File: config.mk
export PLATFORM = sky130hd
export DESIGN_NAME = ckhs_queue
export DESIGN_NICKNAME = d
export VERILOG_FILES = /design/src/counted_key_hash_set_core_assert.svh /design/src/ckhs_pkg.sv /design/src/ckhs_queue.sv
export SDC_FILE = /design/constraint.sdc
export NUM_CORES = 1
export LEC_CHECK = 0
export BUFFER_PORTS_ARGS = -buffer_cell sky130_fd_sc_hd__buf_2
export CAP_MARGIN = 25
export CORE_MARGIN = 5
export CORE_UTILIZATION = 52
export CTS_CLUSTER_DIAMETER = 120
export DETAILED_ROUTE_END_ITERATION = 8
export PLACE_DENSITY = 0.79
export SYNTH_ARGS = -nofsm -noshare
export SYNTH_HDL_FRONTEND = slang
export SYNTH_SLANG_ARGS = --single-unit
File: constraint.sdc
create_clock -name clk -period 4.17 [get_ports clk]
set_input_delay 0.417 -clock clk [delete_from_list [all_inputs] [get_ports clk]]
set_output_delay 0.417 -clock clk [all_outputs]
set_load 0.02 [all_outputs]
File: src/counted_key_hash_set_core_assert.svh
// Assertion macros shared by the counted key hash set RTL.
// No dependencies; included by modules that carry assertions.
`ifndef COUNTED_KEY_HASH_SET_CORE_ASSERT_SVH
`define COUNTED_KEY_HASH_SET_CORE_ASSERT_SVH
`ifndef SYNTHESIS
`define CKHS_ASSERT(lbl, clk, rst, prop) \
  lbl: assert property (@(posedge clk) disable iff (rst) prop) \
    else $error("ckhs assertion failed");
`define CKHS_NEVER(lbl, clk, rst, cond) \
  lbl: assert property (@(posedge clk) disable iff (rst) !(cond)) \
    else $error("ckhs forbidden condition");
`else
`define CKHS_ASSERT(lbl, clk, rst, prop)
`define CKHS_NEVER(lbl, clk, rst, cond)
`endif
`endif

File: src/ckhs_pkg.sv
// Package for the counted key hash set: sizes, codes and the job record.
// No dependencies.
`default_nettype none
package ckhs_pkg;
  localparam int MAX_BUCKETS = 4096;
  localparam int POOL_NODES  = 1024;
  localparam int KEY_BITS    = 48;
  localparam int MOD_W       = 13;
  localparam int CNT_W       = 31;
  localparam int BKT_W       = $clog2(MAX_BUCKETS);
  localparam int NODE_W      = $clog2(POOL_NODES);
  localparam int LINK_W      = NODE_W + 1;
  localparam int STEP_W      = $clog2(KEY_BITS);

  localparam logic [LINK_W-1:0] NIL_NODE = LINK_W'(POOL_NODES);
  localparam logic [CNT_W-1:0]  COUNT_MAX = {CNT_W{1'b1}};
  localparam logic [MOD_W-1:0]  MOD_RESET = MOD_W'(31);
  localparam logic [MOD_W-1:0]  MOD_LIMIT = MOD_W'(MAX_BUCKETS);

  localparam logic [1:0] MODE_COUNT  = 2'd0;
  localparam logic [1:0] MODE_INSERT = 2'd1;
  localparam logic [1:0] MODE_REMOVE = 2'd2;

  typedef struct packed {
    logic [1:0]          mode;
    logic [KEY_BITS-1:0] key;
    logic [BKT_W-1:0]    bucket;
  } job_t;
endpackage
`default_nettype wire

File: src/ckhs_queue.sv
// Two-entry job queue between the front and back parts.
// Depends on ckhs_pkg.
`default_nettype none
module ckhs_queue (
  input  wire logic          clk,
  input  wire logic          rst,
  input  wire logic          push,
  input  wire ckhs_pkg::job_t push_job,
  output logic               not_full,
  input  wire logic          pop,
  output ckhs_pkg::job_t     pop_job,
  output logic               not_empty
);
  ckhs_pkg::job_t slot [2];
  logic       wr_ptr;
  logic       rd_ptr;
  logic [1:0] fill;

  assign not_full  = (fill != 2'd2);
  assign not_empty = (fill != 2'd0);
  assign pop_job   = slot[rd_ptr];

  always_ff @(posedge clk) begin
    if (push && not_full) begin
      slot[wr_ptr] <= push_job;
    end
  end

  always_ff @(posedge clk) begin
    if (rst) begin
      wr_ptr <= 1'b0;
      rd_ptr <= 1'b0;
      fill   <= 2'd0;
    end else begin
      if (push && not_full) begin
        wr_ptr <= ~wr_ptr;
      end
      if (pop && not_empty) begin
        rd_ptr <= ~rd_ptr;
      end
      fill <= fill + 2'((push && not_full) ? 1 : 0) - 2'((pop && not_empty) ? 1 : 0);
    end
  end
endmodule
`default_nettype wire

==> flow_results.xml <==
<?xml version="1.0" encoding="UTF-8"?>
<metrics>
  <group name="grt">
    <metric name="grt_antenna_before_repair" unit="">0</metric>
    <metric name="globalRoute.busiestLayer" unit="">met2</metric>
    <metric name="global_route_wire_length_before_repair" unit="mm">13.3</metric>
    <metric name="grt_use_total" unit="%">15.4</metric>
    <metric name="largest_net_degree_at_the_start_of_global_routing" unit="">40</metric>
    <metric name="met2_usage" unit="%">24.9</metric>
    <metric name="grt-ovfl-total" unit="">0</metric>
    <metric name="grt_util_met1" unit="%">18.9</metric>
    <metric name="vias_in_the_first_global_route" unit="">2665</metric>
    <metric name="met3_global_route_usage" unit="%">5.79</metric>
  </group>
  <group name="sta">
    <metric name="layout_worst_path_cycle_share" unit="%">59.4</metric>
    <metric name="timing.final.ws_setup" unit="ps">1690</metric>
    <metric name="post-route-min-period" unit="ps">2480</metric>
    <metric name="achievable-frequency" unit="MHz">404</metric>
    <metric name="fin_worst_hold_slack" unit="ps">95.7</metric>
    <metric name="finalSetupTns" unit="ps">0</metric>
    <metric name="report.final.setup_viol" unit="">0</metric>
    <metric name="report.final.slew_viol_count" unit="">0</metric>
    <metric name="timing_hold_violations_final" unit="">0</metric>
    <metric name="max_slew_margin" unit="%">38.4</metric>
    <metric name="worst-slew-pin-transition" unit="ps">924</metric>
    <metric name="skew" unit="ps">11.6</metric>
    <metric name="setup_repair_after_global_routing_missed_its_margin" unit="">no</metric>
  </group>
  <group name="die">
    <metric name="io_pins" unit="">130</metric>
    <metric name="initial_utilization" unit="%">53.7</metric>
    <metric name="dieArea" unit="mm^2">0.0117</metric>
    <metric name="placementRows" unit="">35</metric>
    <metric name="fp.coreArea" unit="mm^2">0.00933</metric>
    <metric name="fp.dieH" unit="um">108</metric>
    <metric name="die_w" unit="um">108</metric>
  </group>
  <group name="worst_setup_path">
    <metric name="type_of_origin_of_the_critical_path" unit="">register</metric>
    <metric name="crit_path_end_kind" unit="">primary output</metric>
    <metric name="cp_top_family" unit="">flip-flops</metric>
    <metric name="critical-path-slowest-cell" unit="">dfxtp_4</metric>
    <metric name="crit_buf_inv" unit="">2</metric>
    <metric name="cp.arrival" unit="ps">2060</metric>
    <metric name="worst-endpoint-required" unit="ps">3750</metric>
    <metric name="crit_type" unit="">reg -&gt; out</metric>
    <metric name="slowest_delay" unit="ps">700</metric>
    <metric name="cp_max_fo" unit="">35</metric>
    <metric name="timing.critical_path.cells" unit="">buf_16, mux2_2, buf_2</metric>
  </group>
  <group name="cts">
    <metric name="clock_tree.htree_level_count" unit="">4</metric>
    <metric name="cts_root_buf" unit="">clkbuf_8</metric>
    <metric name="ctsLongestPathBuffers" unit="">2</metric>
    <metric name="cts_repair_resize_count" unit="">0</metric>
    <metric name="cts.reportedPaths.clkPinSlew" unit="ps">60</metric>
    <metric name="cts_post_setup_buffers_inserted" unit="">0</metric>
    <metric name="number_of_buffers_inserted_by_hold_repair_at_cts" unit="">0</metric>
    <metric name="clock-sinks" unit="">129</metric>
    <metric name="cts_made_buffers" unit="">17</metric>
    <metric name="cts_tree" unit="">yes</metric>
    <metric name="worst_skew_pair.late_latency" unit="ps">510</metric>
  </group>
  <group name="finish">
    <metric name="layout.cells.most_common" unit="">buf_2</metric>
    <metric name="final_cell_mix" unit="">129 x buf_2, 124 x edfxtp_1, 60 x mux2_4</metric>
    <metric name="final_net_count" unit="">429</metric>
    <metric name="area_growth" unit="%">25.9</metric>
    <metric name="postLayoutCellArea" unit="mm^2">0.00631</metric>
    <metric name="drive_above_1_share" unit="%">61.0</metric>
    <metric name="num_antenna_cells" unit="">0</metric>
  </group>
  <group name="placed_design">
    <metric name="place_ws" unit="ps">1920</metric>
    <metric name="dpl-instance-area" unit="mm^2">0.00574</metric>
    <metric name="portBuffers" unit="">129</metric>
    <metric name="half_perimeter_wire_length_after_placement" unit="mm">5.55</metric>
    <metric name="gp_congestion" unit="">0.698</metric>
  </group>
  <group name="detailed_routing">
    <metric name="wl" unit="mm">8.39</metric>
    <metric name="wire_per_inst" unit="um">16.7</metric>
    <metric name="drt_pre_antenna_iters" unit="">4</metric>
    <metric name="iteration_0_drc_count_of_the_detailed_router" unit="">88</metric>
    <metric name="post_drt_via_cell_ratio" unit="">4.81</metric>
    <metric name="via_count" unit="">2420</metric>
    <metric name="drcViolationCount" unit="">0</metric>
    <metric name="ant_nets" unit="">0</metric>
  </group>
  <group name="power_and_ir_drop">
    <metric name="internal-power" unit="mW">3.04</metric>
    <metric name="totalPowerFinal" unit="mW">4.20</metric>
    <metric name="power.density_cell_area" unit="mW/mm^2">665</metric>
    <metric name="clock_power_share" unit="%">33.5</metric>
    <metric name="switching_power" unit="mW">1.16</metric>
    <metric name="power.share.switching" unit="%">27.6</metric>
    <metric name="seq_power_share" unit="%">41.3</metric>
    <metric name="p_leak" unit="nW">2.51</metric>
    <metric name="power.ir.vdd_worst" unit="mV">0.366</metric>
    <metric name="combPwrFrac" unit="%">25.2</metric>
  </group>
  <group name="synthesis">
    <metric name="synth_area" unit="mm^2">0.00501</metric>
    <metric name="post_synth_inst_count" unit="">217</metric>
    <metric name="synth.ff_latch_count" unit="">129</metric>
    <metric name="ys_warn_count" unit="">0</metric>
    <metric name="syn_area_per_cell" unit="um^2">23.1</metric>
    <metric name="synth.yosys.seq_area_share" unit="%">76.3</metric>
    <metric name="syn-num-nets" unit="">285</metric>
    <metric name="yosys.cell_types.count" unit="">17</metric>
  </group>
  <group name="min_path">
    <metric name="holdCritPathClass" unit="">in -&gt; reg</metric>
  </group>
  <group name="run_status">
    <metric name="status" unit="">finished clean</metric>
  </group>
  <group name="run">
    <metric name="cap_viol_max_count" unit="">0</metric>
  </group>
</metrics>
[layout make-up]
cell class / count / area [um^2]
flip-flops and latches: 129 / 3830
fillers: 632 / 3020
multi-input cells: 80 / 1060
repair buffers: 132 / 688
clock buffers: 21 / 429
well taps: 129 / 161
clock inverters: 11 / 139
inverters: 1 / 3.75
[metal layers]
layer	wire length, um	share of wire, %
met5	0	0
met4	57	0.68
met3	673	8.0
met2	4140	49
met1	3530	42
[power groups by stage]
stage               Clock [mW]  Combinational (mW)  Sequential [mW]
floorplan                    0               0.891             1.70
global route              1.51                1.13             1.76
global placement             0               0.999             1.81
CTS                       1.44                1.08             1.74
detailed placement           0                1.07             1.76
finish                    1.40                1.06             1.73
[logic make-up after synthesis]
| group | count (synthesis) | synth area share, % |
|---|---|---|
| AOI/OAI and AO/OA | 1 | 0.150 |
| xor gates and xnor gates | 3 | 0.524 |
| adders and majority gates | 2 | 0.499 |
| buffers and inverters | 8 | 2.70 |
| DFF | 129 | 76.3 |
| muxes | 63 | 18.7 |
| and+or+nand+nor | 11 | 1.17 |
[Yosys cell counts]
cell type  instances  area [um^2]
and3_1             1         6.26
buf_12             6          120
buf_6              1         11.3
dfxtp_1            5          100
edfxtp_1         124         3720
ha_1               2         25.0
inv_1              1         3.75
mux2_2             3         33.8
mux2_4            60          901
nand2_2            1         6.26
nand2b_2           1         8.76
nor2_1             5         18.8
nor2b_1            2         12.5
o21a_1             1         7.51
or2_2              1         6.26
xnor2_1            2         17.5
xor2_1             1         8.76
[worst register-to-register path: stages, from the launching register on]
cell	delay, ps
dfxtp_1	370
nand2b_2	170
nand2_2	90
nor2_4	680
buf_4	540
[registers in the layout, summed over array words and instances (netlist names), named ones only]
register  count
rd_ptr        1
fill          2
wr_ptr        1
slot        124
[metrics by stage]
| step | util, % | cells |
|---|---|---|
| 2_1_floorplan | - | 217 |
| 3_3_place_gp | 61.3 | 470 |
| 3_5_place_dp | 61.6 | 471 |
| 4_1_cts | 67.6 | 503 |
| 5_1_grt | 67.6 | 503 |
| 6_report | 67.6 | 503 |
[final timing paths]
path	from	to	slack, ps	cells after the start
min reg2reg	rd_ptr$_SDFFE_PP0P_	rd_ptr$_SDFFE_PP0P_	540	2
max	register	pop_job[61]	1690	3
max reg2reg	fill[0]$_SDFF_PP0_	slot[0][28]$_DFFE_PP_	1950	4
min	push_job[8]	slot[0][8]$_DFFE_PP_	100	1
(Power assumes the default switching activity.)
