### src/counted_key_hash_set_core_assert.svh
// Assertion macros shared by the counted key hash set RTL.
// No dependencies; included by modules that carry assertions.
`ifndef COUNTED_KEY_HASH_SET_CORE_ASSERT_SVH
`define COUNTED_KEY_HASH_SET_CORE_ASSERT_SVH
`ifndef SYNTHESIS
`define CKHS_ASSERT(lbl, clk, rst, prop) \
  lbl: assert property (@(posedge clk) disable iff (rst) prop) \
    else $error("ckhs assertion failed");
`define CKHS_NEVER(lbl, clk, rst, cond) \
  lbl: assert property (@(posedge clk) disable iff (rst) !(cond)) \
    else $error("ckhs forbidden condition");
`else
`define CKHS_ASSERT(lbl, clk, rst, prop)
`define CKHS_NEVER(lbl, clk, rst, cond)
`endif
`endif

### src/ckhs_pkg.sv
// Package for the counted key hash set: sizes, codes and the job record.
// No dependencies.
`default_nettype none
package ckhs_pkg;
  localparam int MAX_BUCKETS = 4096;
  localparam int POOL_NODES  = 1024;
  localparam int KEY_BITS    = 48;
  localparam int MOD_W       = 13;
  localparam int CNT_W       = 31;
  localparam int BKT_W       = $clog2(MAX_BUCKETS);
  localparam int NODE_W      = $clog2(POOL_NODES);
  localparam int LINK_W      = NODE_W + 1;
  localparam int STEP_W      = $clog2(KEY_BITS);

  localparam logic [LINK_W-1:0] NIL_NODE = LINK_W'(POOL_NODES);
  localparam logic [CNT_W-1:0]  COUNT_MAX = {CNT_W{1'b1}};
  localparam logic [MOD_W-1:0]  MOD_RESET = MOD_W'(31);
  localparam logic [MOD_W-1:0]  MOD_LIMIT = MOD_W'(MAX_BUCKETS);

  localparam logic [1:0] MODE_COUNT  = 2'd0;
  localparam logic [1:0] MODE_INSERT = 2'd1;
  localparam logic [1:0] MODE_REMOVE = 2'd2;

  typedef struct packed {
    logic [1:0]          mode;
    logic [KEY_BITS-1:0] key;
    logic [BKT_W-1:0]    bucket;
  } job_t;
endpackage
`default_nettype wire

### src/ckhs_req_if.sv
// Request channel: mode and key with valid/ready.
// Depends on ckhs_pkg.
`default_nettype none
interface ckhs_req_if;
  logic                          valid;
  logic                          ready;
  logic [1:0]                    mode;
  logic [ckhs_pkg::KEY_BITS-1:0] key;
  modport source (output valid, mode, key, input ready);
  modport sink (input valid, mode, key, output ready);
endinterface
`default_nettype wire

### src/ckhs_front.sv
// Front part: accepts requests, holds the modulus register, computes the bucket
// with a bit-serial restoring remainder. Depends on ckhs_pkg, ckhs_req_if.
`default_nettype none
module ckhs_front (
  input  wire logic                          clk,
  input  wire logic                          rst,
  input  wire logic                          cfg_we,
  input  wire logic [ckhs_pkg::MOD_W-1:0]    cfg_wdata,
  ckhs_req_if.sink                           req,
  output logic                               push,
  output ckhs_pkg::job_t                     push_job,
  input  wire logic                          not_full
);
  typedef enum logic [2:0] {
    F_IDLE = 3'b001,
    F_DIV  = 3'b010,
    F_PUSH = 3'b100
  } fstate_t;

  fstate_t                          state;
  logic [ckhs_pkg::MOD_W-1:0]       bucket_modulus;
  logic [ckhs_pkg::MOD_W-1:0]       divisor;
  logic [ckhs_pkg::MOD_W-1:0]       rem;
  logic [ckhs_pkg::MOD_W-1:0]       rem_next;
  logic [ckhs_pkg::MOD_W:0]         trial;
  logic [ckhs_pkg::KEY_BITS-1:0]    shift;
  logic [ckhs_pkg::STEP_W-1:0]      step;
  logic [1:0]                       mode;
  logic [ckhs_pkg::KEY_BITS-1:0]    key;
  logic [ckhs_pkg::MOD_W-1:0]       eff_mod;

  always_comb begin
    if (bucket_modulus == '0) begin
      eff_mod = ckhs_pkg::MOD_W'(1);
    end else if (bucket_modulus > ckhs_pkg::MOD_LIMIT) begin
      eff_mod = ckhs_pkg::MOD_LIMIT;
    end else begin
      eff_mod = bucket_modulus;
    end
  end

  assign trial    = {rem, shift[ckhs_pkg::KEY_BITS-1]};
  assign rem_next = (trial >= {1'b0, divisor}) ?
                    ckhs_pkg::MOD_W'(trial - {1'b0, divisor}) : ckhs_pkg::MOD_W'(trial);

  assign req.ready       = (state == F_IDLE);
  assign push            = (state == F_PUSH);
  assign push_job.mode   = mode;
  assign push_job.key    = key;
  assign push_job.bucket = rem[ckhs_pkg::BKT_W-1:0];

  always_ff @(posedge clk) begin
    if (rst) begin
      bucket_modulus <= ckhs_pkg::MOD_RESET;
    end else if (cfg_we) begin
      bucket_modulus <= cfg_wdata;
    end
  end

  always_ff @(posedge clk) begin
    if (rst) begin
      state <= F_IDLE;
    end else begin
      unique case (state)
        F_IDLE: begin
          if (req.valid) begin
            state <= F_DIV;
          end
        end
        F_DIV: begin
          if (step == ckhs_pkg::STEP_W'(ckhs_pkg::KEY_BITS - 1)) begin
            state <= F_PUSH;
          end
        end
        F_PUSH: begin
          if (not_full) begin
            state <= F_IDLE;
          end
        end
        default: state <= F_IDLE;
      endcase
    end
  end

  always_ff @(posedge clk) begin
    if (state == F_IDLE && req.valid) begin
      mode    <= req.mode;
      key     <= req.key;
      shift   <= req.key;
      divisor <= eff_mod;
      rem     <= '0;
      step    <= '0;
    end else if (state == F_DIV) begin
      rem   <= rem_next;
      shift <= {shift[ckhs_pkg::KEY_BITS-2:0], 1'b0};
      step  <= step + 1'b1;
    end
  end
endmodule
`default_nettype wire

### src/flat_wrapper.sv
// flat-port wrapper written by rule: the top's interface ports become plain ports
module ckhs_front_flat 
  (clk, rst, cfg_we, cfg_wdata, push, push_job, not_full, req_valid, req_mode, req_key, req_ready);
  ckhs_req_if req_i ();
  input  wire logic clk;
  input  wire logic rst;
  input  wire logic cfg_we;
  input  wire logic [ckhs_pkg::MOD_W-1:0] cfg_wdata;
  output logic push;
  output ckhs_pkg::job_t push_job;
  input  wire logic not_full;
  input wire logic [$bits(req_i.valid)-1:0] req_valid;
  input wire logic [$bits(req_i.mode)-1:0] req_mode;
  input wire logic [$bits(req_i.key)-1:0] req_key;
  output wire logic [$bits(req_i.ready)-1:0] req_ready;
  assign req_i.valid = req_valid;
  assign req_i.mode = req_mode;
  assign req_i.key = req_key;
  assign req_ready = req_i.ready;
  ckhs_front u_core (.clk(clk), .rst(rst), .cfg_we(cfg_we), .cfg_wdata(cfg_wdata), .req(req_i), .push(push), .push_job(push_job), .not_full(not_full));
endmodule
### config.mk
export PLATFORM = sky130hd
export DESIGN_NAME = ckhs_front_flat
export DESIGN_NICKNAME = d
export VERILOG_FILES = /design/src/counted_key_hash_set_core_assert.svh /design/src/ckhs_pkg.sv /design/src/ckhs_req_if.sv /design/src/ckhs_front.sv /design/src/flat_wrapper.sv
export SDC_FILE = /design/constraint.sdc
export NUM_CORES = 1
export LEC_CHECK = 0
export BUFFER_PORTS_ARGS = -buffer_cell sky130_fd_sc_hd__buf_2
export CELL_PAD_IN_SITES_DETAIL_PLACEMENT = 2
export CELL_PAD_IN_SITES_GLOBAL_PLACEMENT = 2
export CORE_MARGIN = 5
export CORE_UTILIZATION = 32
export CTS_CLUSTER_DIAMETER = 150
export DETAILED_ROUTE_END_ITERATION = 10
export GPL_TIMING_DRIVEN = 0
export PLACE_DENSITY = 0.8
export SLEW_MARGIN = 20
export SYNTH_ARGS = -nofsm -noshare
export SYNTH_HDL_FRONTEND = slang
export SYNTH_SLANG_ARGS = --single-unit
### constraint.sdc
create_clock -name clk -period 3.11 [get_ports clk]
set_clock_uncertainty 0.15 [all_clocks]
set_input_delay 0.1555 -clock clk [delete_from_list [all_inputs] [get_ports clk]]
set_output_delay 0.1555 -clock clk [all_outputs]
set_load 0.1 [all_outputs]
==> results.json <==
{
  "grt_util_met3": 0.0406,
  "fin_crit_sh": 0.895,
  "final_nets": 854,
  "avgSynthCellArea_um2": 11.3,
  "synth_xor_area_frac": 0.0168,
  "holdCritPathClass": "in2reg",
  "antenna_found_initial": 0,
  "max-vdd-ir-drop_v": 0.000366,
  "ys.flop_type": "edfxtp_1",
  "place_hpwl_um": 14500,
  "cp.required_ns": 3.24,
  "ys_seq_area_frac": 0.643,
  "worst_pin_slew_ns": 0.971,
  "gr-usage-met2": 0.378,
  "cts_setup_buffers": 0,
  "worstSetupEndpointType": "register",
  "yosys_warnings": 0,
  "syn_inst": 557,
  "placed_area_um2": 7270,
  "dr.first_iter.drc_count": 201,
  "die_h_um": 150,
  "synth-async-reset-ratio": 0,
  "cts_root_buf": "clkbuf_16",
  "synth-edff-count": 111,
  "p_leak_nw": 3.62,
  "start_util": 0.323,
  "grt_pass1_wl_um": 34000,
  "portBuffers": 129,
  "relSlewSlack": 0.353,
  "status": "complete, no violations",
  "netlist_area_um2": 6270,
  "vias": 5079,
  "gp_congestion": 0.847,
  "cts_tree": "built",
  "grt_max_degree": 73,
  "area_growth_pct": 36.0,
  "ys_seq_elements": 146,
  "ant_nets": 0,
  "gr-max-usage-layer": "met2",
  "clkTransAtPathRegs_ns": 0.06,
  "cts_buffer_depth": 2,
  "whs_ns": 0.00750,
  "path_class": "reg2reg",
  "cts_sinks": 146,
  "rsz0062_at_grt": "false",
  "die_x_um": 150,
  "critPathMaxFanout": 8,
  "clk_latency_ns": 0.43,
  "setup_tns_ns": 0,
  "synth_compound_area_frac": 0.0774,
  "pre_cts_slack_ns": -0.0400,
  "final_layout_size_suffix_gt1_frac": 0.236,
  "htree_levels": 4,
  "yosysUniqueCellTypes": 46,
  "dieArea_um2": 22500,
  "crit_arrival_ns": 2.92,
  "final_cell_area_um2": 8530,
  "grt_pass1_vias": 5833,
  "wl_um": 22500,
  "nFillCells": 2038,
  "fin_util": 0.440,
  "drv_slew": 0,
  "pwr_density_cell_nw_per_um2": 641,
  "met1_usage": 0.219,
  "route.detailed.drc": 0,
  "pin_count": 132,
  "cap_violations": 0,
  "synth_mux_area_frac": 0.0144,
  "hold_viol_final": 0,
  "synthAdderAreaFrac": 0.0311,
  "core_area_um2": 19400,
  "cts_buffers": 17,
  "fin_ws_ns": 0.328,
  "vias_per_cell": 4.84,
  "avgRoutedWirePerCell_um": 21.4,
  "fmax_ghz": 0.359,
  "syn_nets": 640,
  "first_pass_iters": 4,
  "fin_crit_ns": 2.78,
  "synth-simple-area-share": 0.177,
  "grt_use_total": 0.203,
  "antennaDiodeCount": 0,
  "synth_top_family_by_area": "simple AND/OR/NAND/NOR gates",
  "rows": 51,
  "setup_viol": 0,
  "grt_overflow": 0,
  "cp-start-kind": "register"
}
[layout make-up]
class,count,area [um^2],share of cell area
buffer,37,191,0.0225
clock buffer,19,433,0.0508
clock inverter,13,161,0.0189
inverter,17,67.6,0.00792
multi-input combinational,357,2000,0.235
sequential,146,4030,0.473
tap,265,332,0.0389
timing repair buffer,194,1300,0.152
timing repair inverter,1,7.51,0.000880
[critical path, cell delays in order, from the launching register on]
cell and delay (ns):
edfxtp_1 0.39, inv_1 0.07, ha_1 0.23, fa_1 0.45
nor2b_4 0.16, o31a_1 0.25, o31ai_4 0.09, a21oi_2 0.33
nand2b_1 0.35, o211ai_1 0.18
[flip-flops by register name, summed over array words and instances, names as in the netlist]
| register | cells |
|---|---|
| u_core.key | 48 |
| u_core.shift | 48 |
| u_core.bucket_modulus | 13 |
| u_core.divisor | 13 |
| u_core.rem | 13 |
| u_core.step | 6 |
| u_core.state | 3 |
| u_core.mode | 2 |
[cells in the mapped netlist, drive strengths merged (3+ instances only)]
library cell  count  area (um^2)
xnor2             4         35.0
nand2           163          612
o211ai           16          120
clkbuf           16         60.1
nor2b            19          126
o21ai             8         40.0
o21a              3         22.5
nor3              8         40.0
nand4b            4         35.0
nand4             4         25.0
buf              21          128
a211oi            4         30.0
dfxtp            35          701
xor2              8         70.1
a21oi            13         68.8
nand3            16         80.1
mux2i             9         90.1
nor2             23         86.3
ha               14          175
o31ai             3         36.3
and2              3         18.8
inv              17         63.8
a21o              5         37.5
edfxtp          111         3330
a211o             6         52.6
[metal layers]
| layer | vias up | share of wire |
|---|---|---|
| met5 | - | 0 |
| met4 | 0 | 0.043 |
| met3 | 48 | 0.036 |
| met2 | 140 | 0.55 |
| met1 | 2526 | 0.38 |
| li1 | 2365 | - |
[path summary, 6_finish.rpt]
path / cells past startpoint / slack (ns) / start / endpoint
setup reg to reg: 9 / 0.33 / u_core.shift[47] / u_core.rem[0]
hold reg to reg: 2 / 0.37 / u_core.shift[42] / u_core.shift[43]
setup / recovery: 9 / 0.33 / u_core.shift[47] / u_core.rem[0]
hold / removal: 2 / 0.008 / rst / u_core.bucket_modulus[0]
[cells in the final DEF (no fill, tap or decap), drive strengths merged, types with 4 or more instances in the layout]
cell	instances
nor2b	19
o211ai	16
xor2	8
nand3	16
nand4b	4
clkinvlp	5
nor2	23
dlygate4sd3	65
mux2i	9
clkbuf	35
a211o	6
buf	150
clkinv	6
xnor2	4
ha	14
a211oi	4
a21o	5
nand2	163
dfxtp	35
a21oi	13
edfxtp	111
nand4	4
o21ai	8
inv	17
nor3	8
[through the flow]
step	cells	total power, mW
after detailed placement	951	3.26
after CTS	1049	5.44
after floorplan	557	3.01
after global routing	1049	5.66
final	1049	5.46
after global placement	951	3.19
[cell families (layout without fill, tap and decap cells)]
| family | Yosys count | count (layout) |
|---|---|---|
| flops | 146 | 146 |
| buf+inv | 54 | 281 |
| compound gates | 68 | 68 |
| fa+ha+maj | 15 | 15 |
| xor+xnor | 12 | 12 |
| simple gates | 253 | 253 |
| mux | 9 | 9 |
[repair_timing]
action / in CTS / in global routing
pin swaps: 0 / 0
hold buffers: 65 / 0
hold endpoints to repair: 112 / 0
resized for setup: 1 / 1
cloned: 1 / 0
endpoints found under the setup margin: 49 / 25
[power breakdown]
part / switching (mW) / internal [mW]
registers: 0.0746 / 2.30
logic: 0.711 / 0.225
clock network: 0.886 / 1.26
No activity file was read; power rests on OpenSTA's default activity.
